## config.mk

```make
export PLATFORM = sky130hd
export DESIGN_NAME = ssp_cfg
export DESIGN_NICKNAME = d
export VERILOG_FILES = /design/src/rtl/ssp_pkg.sv /design/src/rtl/ssp_cfg.sv
export SDC_FILE = /design/constraint.sdc
export NUM_CORES = 1
export LEC_CHECK = 0
export BUFFER_PORTS_ARGS = -buffer_cell sky130_fd_sc_hd__clkbuf_2
export CAP_MARGIN = 15
export CORE_UTILIZATION = 46
export DETAILED_ROUTE_END_ITERATION = 7
export PLACE_DENSITY_LB_ADDON = 0.05
export SLEW_MARGIN = 10
export SYNTH_ARGS = -nofsm -noshare
export SYNTH_HDL_FRONTEND = slang
export SYNTH_SLANG_ARGS = --single-unit
```

## constraint.sdc

```tcl
create_clock -name clk_i -period 2.3 [get_ports clk_i]
set_clock_uncertainty 0.1 [all_clocks]
set_input_delay 0.46 -clock clk_i [delete_from_list [all_inputs] [get_ports clk_i]]
set_output_delay 0.46 -clock clk_i [all_outputs]
set_load 0.02 [all_outputs]
```

## src/rtl/ssp_pkg.sv

```systemverilog
`timescale 1ns / 1ps
package ssp_pkg;

  // default number of fraction bits of the fixed point fields
  localparam int FRACTION_BITS_DEF = 16;

  // configuration port
  localparam int PADDR_W = 5;
  localparam int PDATA_W = 32;

  // quotient bits kept by the two divider rows
  localparam int DEPTH_QW  = 32;
  localparam int SCREEN_QW = 16;

  typedef enum logic [2:0] {
    REG_WINDOW_WIDTH       = 3'd0,
    REG_WINDOW_HEIGHT      = 3'd1,
    REG_VERTICAL_MOVE      = 3'd2,
    REG_VERTICAL_DIVISOR   = 3'd3,
    REG_HORIZONTAL_DIVISOR = 3'd4
  } ssp_reg_e;

  typedef struct packed {
    logic [12:0] window_width;
    logic [12:0] window_height;
    logic [12:0] vertical_move;
    logic [4:0]  vertical_divisor;
    logic [4:0]  horizontal_divisor;
  } ssp_cfg_t;

  localparam ssp_cfg_t CFG_RESET = '{
    window_width:       13'd640,
    window_height:      13'd480,
    vertical_move:      13'd0,
    vertical_divisor:   5'd1,
    horizontal_divisor: 5'd1
  };

endpackage

```

## src/rtl/ssp_cfg.sv

```systemverilog
`timescale 1ns / 1ps
module ssp_cfg (
  input  logic                         clk_i,
  input  logic                         rst_ni,
  input  logic                         psel,
  input  logic                         penable,
  input  logic                         pwrite,
  input  logic [ssp_pkg::PADDR_W-1:0]  paddr,
  input  logic [ssp_pkg::PDATA_W-1:0]  pwdata,
  output logic [ssp_pkg::PDATA_W-1:0]  prdata,
  output logic                         pready,
  output ssp_pkg::ssp_cfg_t            cfg_o
);
  import ssp_pkg::*;

  ssp_cfg_t cfg_q, cfg_d;
  ssp_reg_e reg_idx;

  assign reg_idx = ssp_reg_e'(paddr[PADDR_W-1:2]);
  assign pready  = 1'b1;
  assign cfg_o   = cfg_q;

  always_comb begin
    cfg_d = cfg_q;
    if (psel && penable && pwrite) begin
      case (reg_idx)
        REG_WINDOW_WIDTH:       cfg_d.window_width       = pwdata[12:0];
        REG_WINDOW_HEIGHT:      cfg_d.window_height      = pwdata[12:0];
        REG_VERTICAL_MOVE:      cfg_d.vertical_move      = pwdata[12:0];
        REG_VERTICAL_DIVISOR:   cfg_d.vertical_divisor   = pwdata[4:0];
        REG_HORIZONTAL_DIVISOR: cfg_d.horizontal_divisor = pwdata[4:0];
        default:                cfg_d = cfg_q;
      endcase
    end
  end

  always_comb begin
    case (reg_idx)
      REG_WINDOW_WIDTH:       prdata = PDATA_W'(cfg_q.window_width);
      REG_WINDOW_HEIGHT:      prdata = PDATA_W'(cfg_q.window_height);
      REG_VERTICAL_MOVE:      prdata = PDATA_W'(cfg_q.vertical_move);
      REG_VERTICAL_DIVISOR:   prdata = PDATA_W'(cfg_q.vertical_divisor);
      REG_HORIZONTAL_DIVISOR: prdata = PDATA_W'(cfg_q.horizontal_divisor);
      default:                prdata = '0;
    endcase
  end

  always_ff @(posedge clk_i or negedge rst_ni) begin
    if (!rst_ni) begin
      cfg_q <= CFG_RESET;
    end else begin
      cfg_q <= cfg_d;
    end
  end

endmodule

```

==> flow_summary.json <==
{
  "row_count": 26,
  "outcome": "completed",
  "stdcell_area_um2": 3170,
  "seq_area_frac_synth_pct": 48.3,
  "setup_tns_ns": 0,
  "core_um2": 5240,
  "grtUsageTotal_pct": 20.3,
  "initial_core_util_pct": 48.8,
  "place_area_um2": 3060,
  "antenna_cells": 0,
  "period_minus_slack_ns": 2.15,
  "yosys_warnings": 0,
  "startpoint": "paddr[4]",
  "largest_reg_flops": 49,
  "pwr_density_cell_nw_per_um2": 812,
  "timing.fmax_ghz": 0.466,
  "clockBufferDepth": 2,
  "grt_max_degree": 25,
  "synth_edf_count": 0,
  "worstReg2RegStart": "cfg_o[38]$_DFFE_PN0P_",
  "ios": 124,
  "wl_met2_mm": 2.47,
  "gp_congestion": 0.746,
  "nNetsFinal": 339,
  "drc": 0,
  "end_kind": "primary output",
  "place_hpwl_mm": 4.13,
  "critPathKind": "in -> out",
  "finalMaxSlewViolations": 0,
  "final-setup-viol-count": 0,
  "startpoint_type": "primary input",
  "synth-seq-cells": 49,
  "path_delay_family": "buffers and inverters",
  "port_buffers": 82,
  "grt_pass1_vias": 1699,
  "final_layout_size_suffix_gt1_share_pct": 62.1,
  "holdCritStartpoint": "pwdata[7]",
  "placed_cells": 359,
  "cts_tree": "yes",
  "routed.top_layer": "met4",
  "async_reset_ff_share_pct": 100,
  "maxCapViolCount": 0,
  "p_leak_nw": 1.65,
  "hp-class": "in -> reg",
  "die_x_um": 76.6,
  "syn-instance-count": 200,
  "synthDistinctLibCells": 28,
  "hold_viol_final": 0,
  "routedWlPerCell_um": 15.1,
  "crit_required_ns": 1.74,
  "rsz0062_at_grt": "no",
  "timing.final.crit_share_pct": 93.3,
  "grt_remaining_overflow": 0,
  "crit_arrival_ns": 1.59,
  "synth_ff_type": "dfrtp_1",
  "num_vias": 1816,
  "vias_per_cell": 4.93,
  "slowest_delay_ns": 0.35,
  "dieHeight_um": 76.6,
  "vdd_drop_max_mv": 0.400,
  "clk-insertion-delay-late_ns": 0.30,
  "synth_area_um2": 2560,
  "cts_buffers": 5,
  "die_area_um2": 5860,
  "grt_pass1_wl_mm": 9.14,
  "drt_iter0_drc": 66,
  "wl_met1_mm": 2.71,
  "clk_pin_slew_worst_paths_ns": 0.09,
  "fin_cells": 368,
  "wl_mm": 5.55,
  "antenna_found_initial": 0,
  "post_cts_buffers": 0,
  "critPathBufInv": 3,
  "antenna_left": 0,
  "area_growth_pct": 24.1,
  "power_w": 0.00258,
  "fill_cells": 456,
  "clock-root-buffer": "clkbuf_8",
  "path_common_cell": "clkbuf_2",
  "crit_chain": "clkbuf_2, nor3b_1, buf_4, a221o_1, clkbuf_2",
  "wl_met3_um": 296,
  "htree_num_levels": 2,
  "syn_area_per_cell_um2": 12.8,
  "drtPass1Iterations": 4,
  "cts_num_sinks": 49,
  "path_max_fanout": 15,
  "crit_slowest_cell": "a221o_1"
}
==> per-stage QoR <==
stage	util (%)	hold WS [ns]	setup slack (ns)
after floorplan	-	0.0644	0.162
after global placement	58.4	0.291	0.0313
after detailed placement	58.4	0.288	0.0432
after CTS	60.6	0.303	0.0481
after global routing	60.6	0.302	0.112
final	60.6	0.318	0.155
==> cells in the final DEF, fill, tap and decap left out, drive strengths merged <==
cell | netlist | routed
a21oi | 9 | 9
a221o | 3 | 3
buf | 28 | 21
clkbuf | 4 | 89
clkinv | 0 | 1
conb | 2 | 20
dfrtp | 41 | 41
dfstp | 8 | 8
dlygate4sd3 | 0 | 1
mux2 | 54 | 54
mux2i | 12 | 12
nand2 | 12 | 12
nand3 | 1 | 1
nand3b | 1 | 1
nand4 | 1 | 1
nand4b | 1 | 1
nor2 | 1 | 1
nor2b | 2 | 2
nor3 | 4 | 4
nor3b | 3 | 3
nor4b | 1 | 1
o21a | 1 | 1
o21ai | 1 | 1
or2 | 8 | 8
or3 | 2 | 2
==> routing by layer <==
metal  GRT usage [%]  up-vias
li1                -      853
met1            28.5      886
met2            30.9       70
met3            5.03        7
met4            6.35        0
met5               0        -
==> where the power goes <==
part | switching [W] | internal [W] | leakage [nW]
clock | 0.000275 | 0.000272 | 0.0542
combinational | 0.000485 | 0.000365 | 0.985
sequential | 0.000131 | 0.00105 | 0.608
==> synth_stat cells (all sizes together), types with 2 or more instances <==
| master | instances | area share (%) |
|---|---|---|
| a221o | 3 | 1.2 |
| buf | 28 | 8.5 |
| nor3 | 4 | 0.78 |
| mux2i | 12 | 4.7 |
| nor2b | 2 | 0.49 |
| dfstp | 8 | 8.2 |
| mux2 | 54 | 25 |
| nand2 | 12 | 1.8 |
| clkbuf | 4 | 0.59 |
| nor3b | 3 | 1.3 |
| conb | 2 | 0.29 |
| or2 | 8 | 2.0 |
| or3 | 2 | 0.49 |
| dfrtp | 41 | 40 |
| a21oi | 9 | 1.8 |
==> cells by family after synthesis <==
kind of cell    count (synthesis)  synth area share [%]
simple gates                   37                  8.90
compound gates                 14                  3.42
other cells                     2                 0.294
mux                            66                  29.9
buf+inv                        32                  9.10
flops                          49                  48.3
==> layout make-up <==
cell class / instances / area [µm²] / share of cell area, %
Sequential cell: 49 / 1240 / 38.9
Multi-Input combinational cell: 137 / 1160 / 36.5
Timing Repair Buffer: 104 / 591 / 18.6
Clock buffer: 7 / 96.3 / 3.04
Tap cell: 70 / 87.6 / 2.76
Clock inverter: 1 / 5.00 / 0.158
==> what timing repair did <==
item | in CTS | in global routing
hold buffers | 1 | 0
hold endpoints to repair | 10 | 0
setup endpoints to repair | 0 | 1
gates resized for setup | 0 | 1
==> worst paths after layout <==
check,endpoint,slack (ns),cells after the start
worst max-delay path,prdata[1],0.15,5
worst min-delay path,cfg_o[43]$_DFFE_PN1P_,0.32,2
worst max register to register,cfg_o[38]$_DFFE_PN0P_,1.41,1
worst min register to register,cfg_o[25]$_DFFE_PN0P_,0.44,1
max in group asynchronous,cfg_o[0]$_DFFE_PN1P_,0.96,3
min in group asynchronous,cfg_o[22]$_DFFE_PN0P_,0.49,2
(Power assumes the default switching activity.)
